File: config.mk
export PLATFORM = sky130hd
export DESIGN_NAME = salted_crc64_name_hash_top
export DESIGN_NICKNAME = d
export VERILOG_FILES = /design/src/rtl/core/sch64_pkg.sv /design/src/rtl/core/sch64_apb.sv /design/src/rtl/core/sch64_core.sv /design/src/rtl/core/salted_crc64_name_hash_top.sv
export SDC_FILE = /design/constraint.sdc
export NUM_CORES = 1
export LEC_CHECK = 0
export BUFFER_PORTS_ARGS = -buffer_cell sky130_fd_sc_hd__buf_2
export CORE_AREA = 2 2 179 181
export CTS_BUF_LIST = sky130_fd_sc_hd__clkbuf_8
export CTS_CLUSTER_SIZE = 25
export DETAILED_ROUTE_END_ITERATION = 12
export DIE_AREA = 0 0 181 183
export HOLD_SLACK_MARGIN = 0.02
export PLACE_DENSITY = 0.87
export SKIP_LAST_GASP = 1
export SYNTH_ARGS = -nofsm -noshare
export SYNTH_HDL_FRONTEND = slang
export SYNTH_SLANG_ARGS = --single-unit
File: constraint.sdc
create_clock -name i_clk -period 4.8 [get_ports i_clk]
set_input_delay 0 -clock i_clk [delete_from_list [all_inputs] [get_ports i_clk]]
set_output_delay 0 -clock i_clk [all_outputs]
set_load 0.05 [all_outputs]
File: src/rtl/core/sch64_pkg.sv
// shared types and constants for the salted crc-64 name hash
// no dependencies; imported by every module of the block
package sch64_pkg;

    // number of hash bits kept at the top of the crc
    localparam int unsigned HASH_BITS = 28;
    localparam int unsigned CRC_W     = 64;
    localparam int unsigned BYTE_W    = 8;
    localparam int unsigned APB_AW    = 4;
    localparam int unsigned APB_DW    = 64;

    // reflected ecma-182 polynomial
    localparam logic [CRC_W-1:0] POLY_RESET = 64'hC96C_5795_D787_0F42;

    // keeps the top HASH_BITS bits, clears the rest
    localparam logic [CRC_W-1:0] KEEP_MASK =
        ~((64'd1 << (CRC_W - HASH_BITS)) - 64'd1);

    // register index of the polynomial
    localparam logic REG_POLY = 1'b0;

    // one input item as held in the input stage
    typedef struct packed {
        logic              start_of_name;
        logic [CRC_W-1:0]  salt;
        logic [BYTE_W-1:0] name_byte;
    } t_item;

endpackage

File: src/rtl/core/sch64_apb.sv
// apb-style configuration port holding the crc polynomial
// depends on sch64_pkg
module sch64_apb import sch64_pkg::*; (
    input  logic              i_clk,
    input  logic              i_rst_n,
    input  logic              psel,
    input  logic              penable,
    input  logic              pwrite,
    input  logic [APB_AW-1:0] paddr,
    input  logic [APB_DW-1:0] pwdata,
    output logic [APB_DW-1:0] prdata,
    output logic              pready,
    output logic [CRC_W-1:0]  o_poly
);

    logic [CRC_W-1:0] r_poly;
    logic [CRC_W-1:0] n_poly;
    logic             sel_poly;

    // register decode on the 8-byte slot index
    assign sel_poly = (paddr[3] == REG_POLY);

    // write on the access phase of a transfer
    always_comb begin
        n_poly = r_poly;
        if (psel && penable && pwrite && pready && sel_poly) begin
            n_poly = pwdata;
        end
    end

    always_ff @(posedge i_clk) begin
        if (!i_rst_n) begin
            r_poly <= POLY_RESET;
        end else begin
            r_poly <= n_poly;
        end
    end

    // read back, unused slots read as zero
    assign prdata = sel_poly ? r_poly : '0;
    assign pready = 1'b1;
    assign o_poly = r_poly;

endmodule

File: src/rtl/core/sch64_core.sv
// input stage, byte-wide crc update and result register
// depends on sch64_pkg
module sch64_core import sch64_pkg::*; (
    input  logic              i_clk,
    input  logic              i_rst_n,
    input  logic [CRC_W-1:0]  i_poly,
    input  logic              i_in_valid,
    output logic              o_in_ready,
    input  t_item             i_item,
    output logic              o_out_valid,
    input  logic              i_out_ready,
    output logic [CRC_W-1:0]  o_hash_value
);

    // eight shift-and-conditional-xor steps of the reflected crc
    function automatic logic [CRC_W-1:0] crc_byte(
        input logic [CRC_W-1:0]  crc_in,
        input logic [BYTE_W-1:0] data,
        input logic [CRC_W-1:0]  poly
    );
        logic [CRC_W-1:0] c;
        c = crc_in ^ {{(CRC_W-BYTE_W){1'b0}}, data};
        for (int k = 0; k < BYTE_W; k++) begin
            c = c[0] ? ((c >> 1) ^ poly) : (c >> 1);
        end
        return c;
    endfunction

    logic             r_in_valid;
    t_item            r_in;
    logic [CRC_W-1:0] r_crc;
    logic             r_out_valid;
    logic [CRC_W-1:0] r_out_hash;

    logic             n_in_valid;
    t_item            n_in;
    logic [CRC_W-1:0] n_crc;
    logic             n_out_valid;
    logic [CRC_W-1:0] n_out_hash;

    logic             is_term;
    logic             out_free;
    logic             s1_fire;
    logic [CRC_W-1:0] crc_base;
    logic [CRC_W-1:0] crc_next;

    // stage control: a terminator needs room in the result register
    assign is_term    = (r_in.name_byte == '0);
    assign out_free   = !r_out_valid || i_out_ready;
    assign s1_fire    = r_in_valid && (!is_term || out_free);
    assign o_in_ready = !r_in_valid || s1_fire;

    // crc datapath
    assign crc_base = r_in.start_of_name ? r_in.salt : r_crc;
    assign crc_next = crc_byte(crc_base, r_in.name_byte, i_poly);

    // next-state logic
    always_comb begin
        n_in_valid  = r_in_valid;
        n_in        = r_in;
        n_crc       = r_crc;
        n_out_valid = r_out_valid;
        n_out_hash  = r_out_hash;

        // input register
        if (o_in_ready) begin
            n_in_valid = i_in_valid;
            n_in       = i_item;
        end

        // running crc and result register
        if (out_free) begin
            n_out_valid = 1'b0;
        end
        if (s1_fire) begin
            if (is_term) begin
                n_crc       = crc_base;
                n_out_valid = 1'b1;
                n_out_hash  = crc_base & KEEP_MASK;
            end else begin
                n_crc = crc_next;
            end
        end
    end

    // control registers
    always_ff @(posedge i_clk) begin
        if (!i_rst_n) begin
            r_in_valid  <= 1'b0;
            r_out_valid <= 1'b0;
            r_crc       <= '0;
        end else begin
            r_in_valid  <= n_in_valid;
            r_out_valid <= n_out_valid;
            r_crc       <= n_crc;
        end
    end

    // payload registers
    always_ff @(posedge i_clk) begin
        r_in       <= n_in;
        r_out_hash <= n_out_hash;
    end

    assign o_out_valid  = r_out_valid;
    assign o_hash_value = r_out_hash;

`ifndef ASSERT_OFF
    // low bits of a result are always cleared
    a_mask: assert property (@(posedge i_clk) disable iff (!i_rst_n)
        r_out_valid |-> ((r_out_hash & ~KEEP_MASK) == '0))
        else $error("hash result has bits below the kept field");

    // a processed terminator always produces a result
    a_term_emits: assert property (@(posedge i_clk) disable iff (!i_rst_n)
        (s1_fire && is_term) |=> r_out_valid)
        else $error("terminator did not produce a result");

    // running crc only moves when the input stage is processed
    a_crc_hold: assert property (@(posedge i_clk) disable iff (!i_rst_n)
        (!s1_fire && $past(i_rst_n)) |=> $stable(r_crc))
        else $error("running crc changed without a processed byte");

    // a nonzero byte never replaces a waiting result
    a_no_overwrite: assert property (@(posedge i_clk) disable iff (!i_rst_n)
        (r_out_valid && !i_out_ready && !(s1_fire && is_term)) |=>
        (r_out_valid && $stable(r_out_hash)))
        else $error("waiting result was overwritten");
`endif

endmodule

File: src/rtl/core/salted_crc64_name_hash_top.sv
// top level of the salted crc-64 name hash
// depends on sch64_pkg, sch64_apb and sch64_core
//
//  port group   direction  handshake                      payload
//  in           to block   i_in_valid / o_in_ready        start_of_name, salt, name_byte
//  out          from block o_out_valid / i_out_ready      hash_value
//  config       to block   psel, penable, pwrite, pready  paddr, pwdata, prdata
//
// one byte is taken every cycle unless a terminator waits on a stalled result; each
// result passes the input register, the byte-wide crc logic and the result register.
// a zero byte emits one result; other bytes emit none.
// reset is synchronous and active low; it clears the running crc and loads the
// reflected ecma-182 polynomial.
// a stalled result only blocks input when the next byte in the input register is a
// terminator; nonzero bytes keep flowing.
module salted_crc64_name_hash_top import sch64_pkg::*; (
    input  logic              i_clk,
    input  logic              i_rst_n,
    input  logic              psel,
    input  logic              penable,
    input  logic              pwrite,
    input  logic [APB_AW-1:0] paddr,
    input  logic [APB_DW-1:0] pwdata,
    output logic [APB_DW-1:0] prdata,
    output logic              pready,
    input  logic              i_in_valid,
    output logic              o_in_ready,
    input  logic              i_start_of_name,
    input  logic [CRC_W-1:0]  i_salt,
    input  logic [BYTE_W-1:0] i_name_byte,
    output logic              o_out_valid,
    input  logic              i_out_ready,
    output logic [CRC_W-1:0]  o_hash_value
);

    logic [CRC_W-1:0] poly;
    t_item            in_item;

    // pack the input transfer
    assign in_item = '{start_of_name: i_start_of_name, salt: i_salt,
                       name_byte: i_name_byte};

    sch64_apb u_apb (
        .i_clk   (i_clk),
        .i_rst_n (i_rst_n),
        .psel    (psel),
        .penable (penable),
        .pwrite  (pwrite),
        .paddr   (paddr),
        .pwdata  (pwdata),
        .prdata  (prdata),
        .pready  (pready),
        .o_poly  (poly)
    );

    sch64_core u_core (
        .i_clk        (i_clk),
        .i_rst_n      (i_rst_n),
        .i_poly       (poly),
        .i_in_valid   (i_in_valid),
        .o_in_ready   (o_in_ready),
        .i_item       (in_item),
        .o_out_valid  (o_out_valid),
        .i_out_ready  (i_out_ready),
        .o_hash_value (o_hash_value)
    );

endmodule
Word level (Yosys, flattened, before mapping)
Index checks and enable logic that the tools add are counted.

cells by class
  bitwise operators = 10
  reduce and logical (&&, ||, !) cells = 12
  multiplexer cells = 14

operators with widths
  kind                                             count
  64-bit 2-to-1 mux                                11
  63-bit by 64-bit bitwise XOR with 64-bit output  8
  64-bit by 8-bit bitwise XOR with 64-bit output   1
  8-bit logical NOT                                1
  1-bit logical AND                                4
  1-bit logical NOT                                3
  1-bit logical OR                                 3
  1-bit 2-to-1 mux                                 3
  2-bit AND reduction                              1
  1-bit inverter                                   1

word-level totals
  register bits = 231
  input port bits = 148
  output and inout bits = 131
  word-level logic and storage cells = 44

Depth between registers and ports, before layout
  depth in word-level cells = 19
  depth in mapped cells = 18
  gate-level depth less buffers = 14

By module
From an unflattened synthesis, not the netlist that was laid out.

second synthesis, totals
  cell total of the unflattened synthesis = 2610
  area, all modules = 21355.5 um^2

modules (own cells, without submodules)
  module      sequential area each (um^2)  instances  area each (um^2)  cells each
  sch64_core  4354.2                       1          18142.4           2259
  sch64_apb   1281.2                       1          3213.1            351

Worst setup path after synthesis
OpenSTA, ideal clock, no wires.

  path type = register to register
  from = register u_core.r_in[72] in the netlist's numbering
  to = register u_core.r_crc[28]
  library setup time = 0.128 ns
  setup slack = 0.606 ns
  arrival time = 4.067 ns
  path buffers = 2
  stages on the path, launching flop included = 17
  path through = edfxtp_1 mux2i_1 mux2_2 o211a_1 or4_1 and2_1 and3_1 and4bb_1 xnor2_2 xnor3_1 nand2_1 xnor3_1 buf_2 buf_2 nand2_1 xnor2_1 o21ai_1

between the ends
  word-level cells in the longest chain between the ends = 19

ends and longest elaborated chain
  what                                             RTL line           source
  start, declared                                  sch64_core.sv:30   t_item r_in;
  start signal, assigned                           sch64_core.sv:101  r_in <= n_in;
  64-bit 2-to-1 mux (*)                            sch64_core.sv:54   assign crc_base = r_in.start_of_name ? r_in.salt : r_crc;
  64-bit by 8-bit bitwise XOR with 64-bit output   sch64_core.sv:22   c = crc_in ^ {{(CRC_W-BYTE_W){1'b0}}, data};
  63-bit by 64-bit bitwise XOR with 64-bit output  sch64_core.sv:24   c = c[0] ? ((c >> 1) ^ poly) : (c >> 1);
  64-bit 2-to-1 mux                                sch64_core.sv:24
  63-bit by 64-bit bitwise XOR with 64-bit output  sch64_core.sv:24
  64-bit 2-to-1 mux                                sch64_core.sv:24
  63-bit by 64-bit bitwise XOR with 64-bit output  sch64_core.sv:24
  64-bit 2-to-1 mux                                sch64_core.sv:24
  [3 not listed]                                   -
  64-bit 2-to-1 mux                                sch64_core.sv:24
  63-bit by 64-bit bitwise XOR with 64-bit output  sch64_core.sv:24
  64-bit 2-to-1 mux                                sch64_core.sv:24
  63-bit by 64-bit bitwise XOR with 64-bit output  sch64_core.sv:24
  64-bit 2-to-1 mux                                sch64_core.sv:24
  63-bit by 64-bit bitwise XOR with 64-bit output  sch64_core.sv:24
  64-bit 2-to-1 mux                                sch64_core.sv:24
  64-bit 2-to-1 mux (*)                            sch64_core.sv:76   if (is_term) begin
  end signal, assigned                             sch64_core.sv:95   r_crc <= n_crc;
  end, declared                                    sch64_core.sv:31   logic [CRC_W-1:0] r_crc;

Every way passes the cells marked *; elsewhere a longest branch is shown, timed or not.
A chain may end at the register's enable or synchronous reset.

Worst setup path in the final report
  from = register u_core.r_in[72] in the netlist's numbering
  to = register u_core.r_crc[13]

Same word-level chain as after synthesis.

==> flow_summary_export.csv <==
group,metric,value,unit
worst_setup_path,slowest_delay,0.55,ns
synthesis,synth-edff-count,101,
clocking,clk_root_buffer_cell,"clkbuf_8",
pwr,leakage,8.45,nW
drt,vias_per_cell,5.62,
timing,tightest_slew,1.24,ns
hold_path,hold_path_class,"in -> reg",
cells_and_area,areaGrowthSynthToFinish,22.2,%
global_routing,grt_overflow,0,
timing,timing.slew.headroom,17.2,%
status,status,"complete, no violations",
synthesis,synth_seq_cells,231,
cells_and_area,drive_gt1_share,14.8,%
timing,period_needed,4.64,ns
synthesis,syn-cell-area,0.0169,sq mm
synthesis,synth_top_area_share,25.7,%
global_routing,grt_pass1_vias,15800,
drt,drt_iter0_drc,1656,
global_routing,grt_pass1_wl,81800,microns
drt,route.detailed.drc,0,
timing,skew,0.0265,ns
job,max-cap-violations,0,
worst_setup_path,r2r_setup_slack,0.16,ns
die,die_w,181,microns
die,row_count,65,
worst_setup_path,crit_type,"reg -> reg",
timing,rsz0062_at_grt,"false",
die,start_util,54.1,%
timing,finalMaxSlewViolations,0,
worst_setup_path,cp_slowest_cell,"or4_1",
drt,antenna_left,0,
timing,setup_viol,0,
placed_design,place_inst,2611,
global_routing,grt_start_max_net_pins,75,
synthesis,avgSynthCellArea,7.95,sq um
drt,drt_wl_total,51500,microns
worst_setup_path,worstPathArrival,5.00,ns
placed_design,post-dp-hpwl,29600,microns
cells_and_area,final_cells,2847,
clocking,htree_levels,2,
cells_and_area,final_cell_mix,"nand2_1, xnor2_1, buf_2",
global_routing,grtUsageTotal,30.4,%
worst_setup_path,path_cells,"mux2i_1, mux2_2, o211a_1, or4_1, and2_1, and3_1, and4bb_1, xnor2_4, xnor3_1, nand2_1, xnor3_2, buf_6, nand2_1, xnor2_1, o21ai_1",
drt,first_pass_iters,5,
synthesis,synth_top_area_cell,"xnor2_1",
worst_setup_path,worstPathMaxFanout,40,
synthesis,netlist_top_cells_area,"xnor2_1, edfxtp_1, nand2_1, dfxtp_1, mux2i_1",
worst_setup_path,critPathLaunch,"u_core.r_in[72]$_DFFE_PP_",
timing,final.period_utilization,96.6,%
timing,final.setup.tns,0,ns
worst_setup_path,required,5.16,ns
hold_path,holdPathStages,4,
synthesis,async_flop_share,0,%
drt,wire_per_inst,18.1,microns
clocking,cts.sink_count,231,
synthesis,syn_inst,2123,
die,ios,279,
hold_path,hold_path_end,"u_core.o_out_valid$_SDFF_PN0_",
synthesis,synth_top_flop_cell,"dfxtp_1",
timing,max_freq,216,MHz
clocking,clk_path_buf_depth,3,
clocking,cts-buffers-inserted,40,
placed_design,routabilityCongestion,0.870,
worst_setup_path,r2r_cells,15,
worst_setup_path,critical-path-top-delay-family,"simple AND/OR/NAND/NOR gates",
worst_setup_path,r2r-start,"u_core.r_in[72]$_DFFE_PP_",
global_routing,antenna_found_initial,1,
worst_setup_path,worst-path-buf-inv,1,
die,core,0.0312,sq mm
cells_and_area,nets,2560,
worst_setup_path,start_kind,"register",
die,design.die.area,0.0331,sq mm
synthesis,yosysSeqAreaShare,33.4,%
pwr,vdd_drop_max,0.521,mV
die,die_y,183,microns
cells_and_area,fill_cells,2246,
clocking,clkTransAtPathRegs,0.07,ns
worst_setup_path,rr_endpoint,"u_core.r_crc[13]$_SDFFE_PN0P_",
synthesis,yosys_warnings,0,
hold_path,hp-start,"i_out_ready",
clocking,cts_tree,"built",
worst_setup_path,worstSetupEndpointType,"register",
cells_and_area,layout_commonest_cell,"nand2_1",
placed_design,portBuffers,238,
timing,hold_viol_final,0,
pwr,powerDensity,758,mW/mm^2
synthesis,yosysUniqueCellTypes,51,
worst_setup_path,path_common_cell,"nand2_1",
drt,vias,16000,
clocking,clock_latency,0.56,ns
layer usage:
layer / vias up / global-route usage [%] / share of wire, %
met5: - / 0 / 0
met4: 0 / 18.6 / 6.0
met3: 248 / 5.88 / 8.7
met2: 942 / 51.6 / 48
met1: 7535 / 35.8 / 37
li1: 7281 / - / -
per-stage QoR:
| step | utilization, % | total power [mW] | area [sq um] | hold WS, ns | setup WS, ns |
|---|---|---|---|---|---|
| floorplan | - | 11.7 | 17000 | 0.0989 | 0.606 |
| global placement | 58.1 | 13.0 | 18100 | 0.178 | 0.250 |
| detailed placement | 58.1 | 13.3 | 18100 | 0.178 | 0.102 |
| CTS | 65.8 | 15.3 | 20600 | 0.0590 | 0.0220 |
| global route | 66.0 | 16.7 | 20600 | 0.144 | 0.00159 |
| finish | 66.1 | 15.6 | 20600 | 0.144 | 0.161 |
cells by family (layout without fill, tap and decap cells):
group | after synthesis | in the layout | share of synthesized area [%]
xor+xnor | 511 | 511 | 26.9
simple gates | 856 | 856 | 20.7
compound gates | 200 | 200 | 8.31
mux | 67 | 67 | 4.06
other cells | 2 | 39 | 0.0445
buf+inv | 256 | 541 | 6.64
flops | 231 | 231 | 33.4
sequential cells by signal, summed over array words and instances, names as in the netlist:
signal / cells
u_core.r_crc: 64
u_apb.o_poly: 64
u_core.o_out_valid: 1
u_core.r_in: 73
u_core.o_hash_value: 28
u_core.r_in_valid: 1
synth_stat cells (4+ instances only):
library cell / count
buf_2: 14
inv_1: 30
a21oi_1: 7
nor2_1: 15
nor2b_1: 63
o31ai_1: 27
nand2_1: 711
o21ai_1: 61
mux2i_1: 64
edfxtp_1: 101
nor3_1: 4
xor2_1: 9
o21ai_0: 15
buf_4: 38
nand3_1: 47
dfxtp_1: 130
clkbuf_1: 155
a21boi_0: 32
o211ai_1: 5
buf_1: 18
xnor2_1: 496
a32o_1: 36
how the worst max path moves through the flow:
stage | slack (ns) | to | cells past startpoint
2_1_floorplan | 0.61 | u_core.r_crc[28]$_SDFFE_PN0P_ | 16
3_3_place_gp | 0.25 | u_core.r_crc[33]$_SDFFE_PN0P_ | 16
3_5_place_dp | 0.10 | u_core.r_crc[13]$_SDFFE_PN0P_ | 16
4_1_cts | 0.02 | u_core.r_crc[41]$_SDFFE_PN0P_ | 16
5_1_grt | 0.002 | u_core.r_crc[9]$_SDFFE_PN0P_ | 17
6_report | 0.16 | u_core.r_crc[13]$_SDFFE_PN0P_ | 15
where the power goes:
part           switching, mW  total [mW]  internal (mW)
clock network          0.885        1.91           1.03
logic                   5.88        11.3           5.37
registers              0.162        2.45           2.29
total                   6.93        15.6           8.70
worst min-delay path, delay by kind of cell:
kind	cells	cell delay [ns]
AND/OR/NAND/NOR	2	0.42
AO/OA/AOI/OAI	1	0.14
buffers and inverters	1	0.09
timing repair:
action                                  4_1_cts  5_1_grt
endpoints found under the setup margin        0       63
hold buffers                                159        0
buffers inserted                              0        2
hold endpoints to repair                    139        0
resized for setup                             0        8
area by class of cell:
type / instances / area, sq um / share of cell area (%)
multi-input cells: 1671 / 10400 / 50.6
flip-flops and latches: 231 / 5640 / 27.3
repair buffers: 437 / 3110 / 15.1
clock buffers: 45 / 619 / 3.00
well taps: 402 / 503 / 2.44
clock inverters: 28 / 210 / 1.02
inverters: 31 / 116 / 0.564
diodes: 2 / 5.00 / 0.0243
Power figures use the tool's default switching activity.
